--- config.mk ---
export PLATFORM = sky130hd
export DESIGN_NAME = char_stream_lexer_core
export DESIGN_NICKNAME = d
export VERILOG_FILES = /design/src/rtl/csl_pkg.sv /design/src/rtl/char_stream_lexer_core.sv /design/src/rtl/csl_engine.sv /design/src/rtl/csl_rsp_fifo.sv
export SDC_FILE = /design/constraint.sdc
export NUM_CORES = 2
export LEC_CHECK = 0
export BUFFER_PORTS_ARGS = -buffer_cell sky130_fd_sc_hd__buf_4
export CORE_ASPECT_RATIO = 0.7
export CORE_MARGIN = 2
export CORE_UTILIZATION = 66
export DETAILED_ROUTE_END_ITERATION = 7
export PLACE_DENSITY_LB_ADDON = 0.15
export SLEW_MARGIN = 0
export SYNTH_ARGS = -nofsm -noshare
export SYNTH_HDL_FRONTEND = slang
export SYNTH_SLANG_ARGS = --single-unit
export TNS_END_PERCENT = 5
--- constraint.sdc ---
create_clock -name clock -period 18.5 [get_ports clock]
set_input_delay 3.7 -clock clock [delete_from_list [all_inputs] [get_ports clock]]
set_output_delay 3.7 -clock clock [all_outputs]
set_load 0.03 [all_outputs]
--- src/rtl/csl_pkg.sv ---
// shared types and constants of the character stream lexer
package csl_pkg;

   // token kinds, with the code used for "no run open"
   localparam logic [2:0] KIND_COMMENT = 3'd0;
   localparam logic [2:0] KIND_OPER    = 3'd1;
   localparam logic [2:0] KIND_SEP     = 3'd2;
   localparam logic [2:0] KIND_WS      = 3'd3;
   localparam logic [2:0] KIND_LIT     = 3'd4;
   localparam logic [2:0] KIND_IDENT   = 3'd5;
   localparam logic [2:0] KIND_ERROR   = 3'd6;
   localparam logic [2:0] RUN_NONE     = 3'd7;

   // error codes
   localparam logic [1:0] ERR_OK       = 2'd0;
   localparam logic [1:0] ERR_BYTE     = 2'd1;
   localparam logic [1:0] ERR_OVERFLOW = 2'd2;
   localparam logic [1:0] ERR_LIMIT    = 2'd3;

   // register file
   localparam int         CSR_ADDR_W      = 3;
   localparam logic       REG_TOKEN_LIMIT = 1'b0;
   localparam logic [15:0] TOKEN_LIMIT_RESET = 16'hFFFF;

   // result queue
   localparam int RSP_DEPTH = 4;
   localparam int RSP_PTR_W = $clog2(RSP_DEPTH);
   localparam int RSP_CNT_W = $clog2(RSP_DEPTH + 1);

   typedef struct packed {
      logic [2:0]  kind;
      logic [7:0]  sym;
      logic [62:0] lit_value;
      logic [15:0] tok_row;
      logic [15:0] tok_col;
      logic [15:0] tok_len;
      logic [1:0]  err_code;
      logic        last;
   } csl_result_type;

   // results produced by one input byte, first in order first
   typedef struct packed {
      logic [1:0]     count;
      csl_result_type first;
      csl_result_type second;
   } csl_push_type;

endpackage

--- src/rtl/char_stream_lexer_core.sv ---
// top level of the byte-serial lexer: input register, csr, lexer and result queue
// path: a byte waits in the input register until the queue has room for two results; its
//   results are then written to the result queue, whose head is shown on rsp
// throughput: one byte per cycle while rsp is ready and each byte gives at most one result;
//   a byte that closes a run and makes its own token gives two, and the single rsp port drains them one a cycle
// reset: synchronous, active high; row 1, column 0, no run, running, queue empty, limit 65535
module char_stream_lexer_core import csl_pkg::*; (
   input  logic                  clock,
   input  logic                  reset,
   // byte input
   input  logic                  req_tvalid,
   output logic                  req_tready,
   input  logic [7:0]            req_tdata,   // ch [7:0]
   input  logic                  req_tlast,   // end_of_input
   // token results
   output logic                  rsp_tvalid,
   input  logic                  rsp_tready,
   // sym [7:0], lit_value [70:8], tok_row [86:71], tok_col [102:87],
   // tok_len [118:103], err_code [120:119], zero fill [127:121]
   output logic [127:0]          rsp_tdata,
   output logic [2:0]            rsp_tuser,   // kind [2:0]
   output logic                  rsp_tlast,   // last result of its byte
   // configuration
   input  logic                  csr_psel,
   input  logic                  csr_penable,
   input  logic                  csr_pwrite,
   input  logic [CSR_ADDR_W-1:0] csr_paddr,
   input  logic [31:0]           csr_pwdata,
   output logic [31:0]           csr_prdata,
   output logic                  csr_pready
);

   logic           in_vld_ff, in_vld_in;
   logic [7:0]     in_ch_ff;
   logic           in_eoi_ff;
   logic [15:0]    token_limit_ff;
   logic           process, room, take, csr_wr, csr_hit;
   csl_push_type   push;
   csl_result_type head;

   // csr: a single register at byte address zero
   assign csr_pready = 1'b1;
   assign csr_hit    = (csr_paddr[CSR_ADDR_W-1:2] == REG_TOKEN_LIMIT);
   assign csr_wr     = csr_psel && csr_penable && csr_pwrite && csr_hit;
   assign csr_prdata = csr_hit ? {16'd0, token_limit_ff} : 32'd0;

   always_ff @(posedge clock) begin
      if (reset) begin
         token_limit_ff <= TOKEN_LIMIT_RESET;
      end else if (csr_wr) begin
         token_limit_ff <= csr_pwdata[15:0];
      end
   end

   // input register: the byte is worked on once the queue has room for two results
   assign process    = in_vld_ff && room;
   assign req_tready = !in_vld_ff || process;
   assign take       = req_tvalid && req_tready;
   assign in_vld_in  = take || (in_vld_ff && !process);

   always_ff @(posedge clock) begin
      if (reset) begin
         in_vld_ff <= 1'b0;
      end else begin
         in_vld_ff <= in_vld_in;
      end
   end

   // payload only, no reset
   always_ff @(posedge clock) begin
      if (take) begin
         in_ch_ff  <= req_tdata;
         in_eoi_ff <= req_tlast;
      end
   end

   csl_engine u_engine (
      .clock        (clock),
      .reset        (reset),
      .fire         (process),
      .ch           (in_ch_ff),
      .end_of_input (in_eoi_ff),
      .token_limit  (token_limit_ff),
      .push         (push)
   );

   csl_rsp_fifo u_rsp_fifo (
      .clock    (clock),
      .reset    (reset),
      .push     (push),
      .pop      (rsp_tready),
      .head     (head),
      .head_vld (rsp_tvalid),
      .room     (room)
   );

   // result transfer fields
   assign rsp_tdata = {7'd0, head.err_code, head.tok_len, head.tok_col, head.tok_row,
                       head.lit_value, head.sym};
   assign rsp_tuser = head.kind;
   assign rsp_tlast = head.last;

endmodule

--- src/rtl/csl_engine.sv ---
// lexer state and per-byte token classification
module csl_engine import csl_pkg::*; (
   input  logic         clock,
   input  logic         reset,
   input  logic         fire,
   input  logic [7:0]   ch,
   input  logic         end_of_input,
   input  logic [15:0]  token_limit,
   output csl_push_type push
);

   localparam logic [7:0] CH_HASH   = 8'h23;
   localparam logic [7:0] CH_EQ     = 8'h3D;
   localparam logic [7:0] CH_PLUS   = 8'h2B;
   localparam logic [7:0] CH_MINUS  = 8'h2D;
   localparam logic [7:0] CH_STAR   = 8'h2A;
   localparam logic [7:0] CH_SLASH  = 8'h2F;
   localparam logic [7:0] CH_PCT    = 8'h25;
   localparam logic [7:0] CH_LPAREN = 8'h28;
   localparam logic [7:0] CH_RPAREN = 8'h29;
   localparam logic [7:0] CH_LBRACE = 8'h7B;
   localparam logic [7:0] CH_RBRACE = 8'h7D;
   localparam logic [7:0] CH_COMMA  = 8'h2C;
   localparam logic [7:0] CH_LF     = 8'h0A;
   localparam logic [7:0] CH_SPACE  = 8'h20;
   localparam logic [7:0] CH_TAB    = 8'h09;
   localparam logic [7:0] CH_0      = 8'h30;
   localparam logic [7:0] CH_9      = 8'h39;
   localparam logic [7:0] CH_UA     = 8'h41;
   localparam logic [7:0] CH_UZ     = 8'h5A;
   localparam logic [7:0] CH_LA     = 8'h61;
   localparam logic [7:0] CH_LZ     = 8'h7A;
   localparam logic [62:0] ACC_TOP  = 63'd922337203685477580;

   function automatic logic [15:0] sat_inc(input logic [15:0] v);
      return (v == 16'hFFFF) ? v : v + 16'd1;
   endfunction

   logic [2:0]  run_kind_ff, run_kind_in;
   logic [15:0] run_col_ff, run_col_in;
   logic [15:0] run_len_ff, run_len_in;
   logic [62:0] accum_ff, accum_in;
   logic        overflowed_ff, overflowed_in;
   logic [15:0] line_number_ff, line_number_in;
   logic [15:0] column_ff, column_in;
   logic [15:0] token_count_ff, token_count_in;
   logic        stopped_ff, stopped_in;

   logic           is_digit, is_letter, is_blank;
   logic           cont, close_vld, close_ovf, limit_hit, cl_emit, own_vld;
   logic           digit_ovf;
   logic [3:0]     digit;
   logic [62:0]    acc_next;
   csl_result_type close_res, own_res;

   assign is_digit  = (ch >= CH_0) && (ch <= CH_9);
   assign is_letter = ((ch >= CH_UA) && (ch <= CH_UZ)) || ((ch >= CH_LA) && (ch <= CH_LZ));
   assign is_blank  = (ch == CH_SPACE) || (ch == CH_TAB);
   assign digit     = ch[3:0];

   // times ten as two shifts and an add
   assign acc_next  = {accum_ff[59:0], 3'b000} + {accum_ff[61:0], 1'b0} + {59'd0, digit};
   assign digit_ovf = (accum_ff > ACC_TOP) || ((accum_ff == ACC_TOP) && (digit > 4'd7));

   assign cont = ((run_kind_ff == KIND_COMMENT) && (ch != CH_LF)) ||
                 ((run_kind_ff == KIND_WS) && is_blank) ||
                 ((run_kind_ff == KIND_LIT) && is_digit) ||
                 ((run_kind_ff == KIND_IDENT) && is_letter);

   assign close_vld = (run_kind_ff != RUN_NONE);
   assign close_ovf = close_vld && (run_kind_ff == KIND_LIT) && overflowed_ff;
   assign limit_hit = (token_count_ff >= token_limit);

   always_comb begin
      close_res.kind      = close_ovf ? KIND_ERROR : run_kind_ff;
      close_res.sym       = 8'd0;
      close_res.lit_value = (!close_ovf && (run_kind_ff == KIND_LIT)) ? accum_ff : 63'd0;
      close_res.tok_row   = line_number_ff;
      close_res.tok_col   = run_col_ff;
      close_res.tok_len   = close_ovf ? 16'd0 : run_len_ff;
      close_res.err_code  = close_ovf ? ERR_OVERFLOW : ERR_OK;
      close_res.last      = 1'b0;
   end

   always_comb begin
      run_kind_in    = run_kind_ff;
      run_col_in     = run_col_ff;
      run_len_in     = run_len_ff;
      accum_in       = accum_ff;
      overflowed_in  = overflowed_ff;
      line_number_in = line_number_ff;
      column_in      = column_ff;
      token_count_in = token_count_ff;
      stopped_in     = stopped_ff;
      cl_emit        = 1'b0;
      own_vld        = 1'b0;

      own_res.kind      = KIND_SEP;
      own_res.sym       = 8'd0;
      own_res.lit_value = 63'd0;
      own_res.tok_row   = line_number_ff;
      own_res.tok_col   = column_ff;
      own_res.tok_len   = 16'd1;
      own_res.err_code  = ERR_OK;
      own_res.last      = 1'b0;

      if (fire && !stopped_ff) begin
         if (end_of_input) begin
            // flush run, then newline or limit error
            cl_emit     = close_vld;
            run_kind_in = RUN_NONE;
            stopped_in  = 1'b1;
            if (!close_ovf) begin
               own_vld = 1'b1;
               if (limit_hit) begin
                  own_res.kind     = KIND_ERROR;
                  own_res.tok_len  = 16'd0;
                  own_res.err_code = ERR_LIMIT;
               end else begin
                  own_res.sym    = CH_LF;
                  token_count_in = sat_inc(token_count_ff);
               end
            end
         end else if (cont) begin
            run_len_in = sat_inc(run_len_ff);
            column_in  = sat_inc(column_ff);
            if ((run_kind_ff == KIND_LIT) && !overflowed_ff) begin
               if (digit_ovf) begin
                  overflowed_in = 1'b1;
               end else begin
                  accum_in = acc_next;
               end
            end
         end else begin
            cl_emit     = close_vld;
            run_kind_in = RUN_NONE;
            if (close_ovf) begin
               stopped_in = 1'b1;
            end else if (limit_hit) begin
               own_vld          = 1'b1;
               own_res.kind     = KIND_ERROR;
               own_res.tok_len  = 16'd0;
               own_res.err_code = ERR_LIMIT;
               stopped_in       = 1'b1;
            end else begin
               token_count_in = sat_inc(token_count_ff);
               column_in      = sat_inc(column_ff);
               case (ch) inside
                  CH_HASH, CH_SPACE, CH_TAB, [CH_0:CH_9], [CH_UA:CH_UZ], [CH_LA:CH_LZ]: begin
                     // opens a run
                     run_col_in    = column_ff;
                     run_len_in    = 16'd1;
                     overflowed_in = 1'b0;
                     accum_in      = is_digit ? {59'd0, digit} : 63'd0;
                     if (ch == CH_HASH) begin
                        run_kind_in = KIND_COMMENT;
                     end else if (is_blank) begin
                        run_kind_in = KIND_WS;
                     end else if (is_digit) begin
                        run_kind_in = KIND_LIT;
                     end else begin
                        run_kind_in = KIND_IDENT;
                     end
                  end
                  CH_EQ, CH_PLUS, CH_MINUS, CH_STAR, CH_SLASH, CH_PCT: begin
                     own_vld      = 1'b1;
                     own_res.kind = KIND_OPER;
                     own_res.sym  = ch;
                  end
                  CH_LPAREN, CH_RPAREN, CH_LBRACE, CH_RBRACE, CH_COMMA: begin
                     own_vld     = 1'b1;
                     own_res.sym = ch;
                  end
                  CH_LF: begin
                     own_vld        = 1'b1;
                     own_res.sym    = CH_LF;
                     line_number_in = sat_inc(line_number_ff);
                     column_in      = 16'd0;
                  end
                  default: begin
                     own_vld          = 1'b1;
                     own_res.kind     = KIND_ERROR;
                     own_res.tok_len  = 16'd0;
                     own_res.err_code = ERR_BYTE;
                     column_in        = column_ff;
                     stopped_in       = 1'b1;
                  end
               endcase
            end
         end
      end
   end

   always_comb begin
      push.count       = {1'b0, cl_emit} + {1'b0, own_vld};
      push.first       = cl_emit ? close_res : own_res;
      push.first.last  = (push.count == 2'd1);
      push.second      = own_res;
      push.second.last = 1'b1;
   end

   always_ff @(posedge clock) begin
      if (reset) begin
         run_kind_ff    <= RUN_NONE;
         run_col_ff     <= 16'd0;
         run_len_ff     <= 16'd0;
         accum_ff       <= 63'd0;
         overflowed_ff  <= 1'b0;
         line_number_ff <= 16'd1;
         column_ff      <= 16'd0;
         token_count_ff <= 16'd0;
         stopped_ff     <= 1'b0;
      end else begin
         run_kind_ff    <= run_kind_in;
         run_col_ff     <= run_col_in;
         run_len_ff     <= run_len_in;
         accum_ff       <= accum_in;
         overflowed_ff  <= overflowed_in;
         line_number_ff <= line_number_in;
         column_ff      <= column_in;
         token_count_ff <= token_count_in;
         stopped_ff     <= stopped_in;
      end
   end

`ifndef NO_ASSERTIONS
   a_stopped_silent: assert property (@(posedge clock) disable iff (reset)
      stopped_ff |-> (push.count == 2'd0))
      else $error("results pushed while stopped");

   a_idle_holds: assert property (@(posedge clock) disable iff (reset)
      !fire |=> ($stable(column_ff) && $stable(token_count_ff) && $stable(run_kind_ff)))
      else $error("lexer state moved without a byte");

   a_pair_order: assert property (@(posedge clock) disable iff (reset)
      (push.count == 2'd2) |-> ((push.first.err_code == ERR_OK) && !push.first.last))
      else $error("bad first result of a pair");
`endif

endmodule

--- src/rtl/csl_rsp_fifo.sv ---
// small result queue that takes up to two results per cycle
module csl_rsp_fifo import csl_pkg::*; (
   input  logic           clock,
   input  logic           reset,
   input  csl_push_type   push,
   input  logic           pop,
   output csl_result_type head,
   output logic           head_vld,
   output logic           room
);

   csl_result_type          mem_ff [RSP_DEPTH];
   logic [RSP_PTR_W-1:0]    wr_ptr_ff, wr_ptr_in;
   logic [RSP_PTR_W-1:0]    rd_ptr_ff, rd_ptr_in;
   logic [RSP_CNT_W-1:0]    count_ff, count_in;
   logic [RSP_CNT_W-1:0]    count_left;
   logic                    do_pop;

   assign head_vld   = (count_ff != '0);
   assign head       = mem_ff[rd_ptr_ff];
   assign do_pop     = pop && head_vld;
   assign count_left = count_ff - {{(RSP_CNT_W-1){1'b0}}, do_pop};
   // room for two more after this cycle's pop
   assign room       = (count_left <= RSP_CNT_W'(RSP_DEPTH - 2));

   assign wr_ptr_in = wr_ptr_ff + RSP_PTR_W'(push.count);
   assign rd_ptr_in = rd_ptr_ff + {{(RSP_PTR_W-1){1'b0}}, do_pop};
   assign count_in  = count_left + RSP_CNT_W'(push.count);

   always_ff @(posedge clock) begin
      if (push.count != 2'd0) begin
         mem_ff[wr_ptr_ff] <= push.first;
      end
      if (push.count == 2'd2) begin
         mem_ff[wr_ptr_ff + RSP_PTR_W'(1)] <= push.second;
      end
   end

   always_ff @(posedge clock) begin
      if (reset) begin
         wr_ptr_ff <= '0;
         rd_ptr_ff <= '0;
         count_ff  <= '0;
      end else begin
         wr_ptr_ff <= wr_ptr_in;
         rd_ptr_ff <= rd_ptr_in;
         count_ff  <= count_in;
      end
   end

endmodule
==> flow_metrics.env <==
export IMPL_drt_first_pass_iters=6
export IMPL_h_tree_depth=2
export IMPL_vdd_ir_drop_worst_mv=0.07746
export IMPL_synth_area_mm2=0.03245
export IMPL_start_util_pct=67.31
export IMPL_p_per_area_mw_per_mm2=99.33
export IMPL_cts_tree="done"
export IMPL_drt_iter0_drc=2745
export IMPL_status="completed"
export IMPL_wl_met1_um=36890
export IMPL_grt_use_total_pct=33.29
export IMPL_finalSetupViolCount=0
export IMPL_clock_sinks=681
export IMPL_cts_root_buf="clkbuf_16"
export IMPL_dpl_cell_area_mm2=0.03400
export IMPL_chipHeight_um=189.5
export IMPL_grt_max_degree=83
export IMPL_vias=25750
export IMPL_synth_async_reset_ratio_pct=0
export IMPL_tightest_slew_ns=1.263
export IMPL_final_layout_size_suffix_gt1_share_pct=14.11
export IMPL_crit_slowest_cell="o21ai_0"
export IMPL_n_antenna_cell=0
export IMPL_die_w_um=269.0
export IMPL_max_freq_mhz=113.0
export IMPL_crit_family="adder cells"
export IMPL_maxSlewViolCount=0
export IMPL_ys_warn_count=0
export IMPL_required_ns=14.80
export IMPL_hold_path_class="reg2reg"
export IMPL_route_final_wire_length_um=85240
export IMPL_final_area_mm2=0.03593
export IMPL_cp_buffers_inverters=2
export IMPL_ys_flop_type="dfxtp_1"
export IMPL_cts_hold_fix_buffers=0
export IMPL_cts_resized_gates=0
export IMPL_rows=67
export IMPL_wl_met3_um=8116
export IMPL_clk_path_buf_depth=3
export IMPL_min_period_ns=8.851
export IMPL_rsz0062_at_grt="false"
export IMPL_synth_cell_types=92
export IMPL_cts_made_buffers=61
export IMPL_post_cts_buffers=0
export IMPL_dr_wl_met2_um=38310
export IMPL_routed_top_layer="met4"
export IMPL_dp_cells=3914
export IMPL_ioPinCount=218
export IMPL_final_cells=4028
export IMPL_setup_tns_ns=0
export IMPL_clock_latency_ns=0.64
export IMPL_hpwl_um=55260
export IMPL_cp_max_fo=4
export IMPL_dpl_worst_slack_ns=9.345
export IMPL_worst_slack_ns=9.649
export IMPL_critPathLaunchType="primary input"
export IMPL_crit_type="in2out"
export IMPL_period_share_pct=47.84
export IMPL_avgSynthCellArea_um2=9.971
export IMPL_vias_per_cell=6.393
export IMPL_place_congestion=0.9300
export IMPL_synth_seq_area_share_pct=47.97
export IMPL_critPathArrivalTime_ns=5.15
export IMPL_max_slew_margin_pct=15.68
export IMPL_total_power_mw=3.569
export IMPL_grt_pass1_wl_um=134300
export IMPL_hold_viol_final=0
export IMPL_area_growth_pct=10.73
export IMPL_core_mm2=0.04820
export IMPL_clk_pin_slew_ns=0.06
export IMPL_dieArea_mm2=0.05098
export IMPL_first_global_vias=24864
export IMPL_fin_skew_ns=0.01807
export IMPL_overflow=0
export IMPL_antenna_found_initial=0
export IMPL_netlist_instances=3254
export IMPL_ant_nets=0
export IMPL_holdWs_ns=0.4499
export IMPL_ys_ff_latch=681
export IMPL_maxCapViolCount=0
export IMPL_layout_core_utilization_pct=74.53
export IMPL_cp_end_kind="output port"
export IMPL_wire_per_inst_um=21.16
export IMPL_numPortBuffers=175
export IMPL_slowest_delay_ns=0.33
export IMPL_synth_edf_count=193
export IMPL_p_leak_nw=13.87
export IMPL_cp_cell_sequence="buf_4 > and2_1 > ha_1 > ha_1 > xor2_1 > o21ai_0 > buf_4"
export IMPL_drc=0
export IMPL_nNetsFinal=3523
## layout make-up
| cell class | instances | area [µm²] |
|---|---|---|
| Sequential cell | 681 | 15570 |
| Inverter | 53 | 198.9 |
| Multi-Input combinational cell | 2323 | 15890 |
| Clock buffer | 97 | 1773 |
| Timing Repair Buffer | 202 | 1516 |
| Tap cell | 655 | 819.5 |
| Fill cell | 3368 | 12280 |
| Clock inverter | 17 | 158.9 |
## logic make-up after synthesis
kind of cell             share of synthesized area, %
AO/OA/AOI/OAI                                   14.79
AND/OR/NAND/NOR                                 15.56
buffers and inverters                           3.617
multiplexers                                    9.263
other                                         0.02315
adder cells (fa/ha/maj)                         5.854
flip-flops                                      47.97
XOR/XNOR                                        2.915
## Yosys cell counts (all sizes together) (10+ instances only)
master / n / area share, %
nand4: 35 / 0.67
a31oi: 10 / 0.21
nand3: 53 / 0.82
mux4: 125 / 8.7
mux2i: 19 / 0.59
nor4: 16 / 0.37
nand2b: 11 / 0.21
a21o: 36 / 0.83
or3: 11 / 0.23
buf: 73 / 1.3
xnor2: 56 / 1.5
a21oi: 102 / 1.6
nor3: 38 / 0.68
nor2b: 14 / 0.27
a211o: 11 / 0.30
edfxtp: 193 / 18
xor2: 52 / 1.4
nand2: 537 / 6.2
and2: 79 / 1.5
a211oi: 10 / 0.25
o211ai: 16 / 0.37
dfxtp: 488 / 30
inv: 52 / 0.60
a22oi: 32 / 0.74
clkbuf: 150 / 1.7
nor2: 250 / 2.9
and3: 31 / 0.60
o22ai: 13 / 0.25
o21ai: 400 / 6.2
ha: 147 / 5.7
a22o: 80 / 2.2
## cells in the final DEF (no fill, tap or decap), types with 31 or more instances in the layout
cell type	instances
a21o_1	36
a21oi_1	100
a22o_1	80
a22oi_1	32
and2_1	78
and3_1	31
buf_4	202
clkbuf_16	62
dfxtp_1	486
edfxtp_1	193
ha_1	147
inv_1	47
mux4_2	125
nand2_1	536
nand3_1	53
nand4_1	35
nor2_1	240
nor3_1	31
o21ai_0	387
xnor2_1	56
xor2_1	52
## worst reg2reg max path, stage by stage (launching register included)
cell      delay [ns]
dfxtp_1         0.32
or3_1           0.43
and2_1          0.23
ha_1            0.21
ha_1            0.20
xor2_1          0.19
or4b_2          0.68
nor2_2          0.30
nand2_1         0.42
ha_1            0.42
nand3b_1        0.84
buf_4           0.69
o21ai_2         0.90
a22o_1          0.28
## final timing paths
path / from / endpoint / slack, ns / cells after the start
worst max-delay path: rsp_tready / req_tready / 9.65 / 7
worst min-delay path: u_rsp_fifo.mem_ff[3][58] / u_rsp_fifo.mem_ff[3][58] / 0.45 / 2
worst max register to register: u_rsp_fifo.count_ff[2] / u_rsp_fifo.mem_ff[3][30] / 12.26 / 13
worst min register to register: u_rsp_fifo.mem_ff[3][58] / u_rsp_fifo.mem_ff[3][58] / 0.45 / 2
## per-layer routing
| layer | vias to the layer above | track usage [%] |
|---|---|---|
| met2 | 1197 | 50.72 |
| met4 | 0 | 9.530 |
| met5 | - | 0 |
| li1 | 11821 | - |
| met1 | 12578 | 49.13 |
| met3 | 154 | 5.592 |
## where the power goes
part	internal [mW]	switching (mW)	total, mW
Sequential	1.59	0.0563	1.64
Clock	0.684	0.557	1.24
Combinational	0.240	0.443	0.683
## registers in the layout, indices dropped and copies added (netlist names), 16 cells and up
name                     count
u_engine.column_ff          16
u_engine.line_number_ff     16
u_engine.run_col_ff         16
u_engine.accum_ff           63
token_limit_ff              16
u_engine.run_len_ff         16
u_engine.token_count_ff     16
u_rsp_fifo.mem_ff          500
Note: power is estimated with default switching activity, not from simulation.
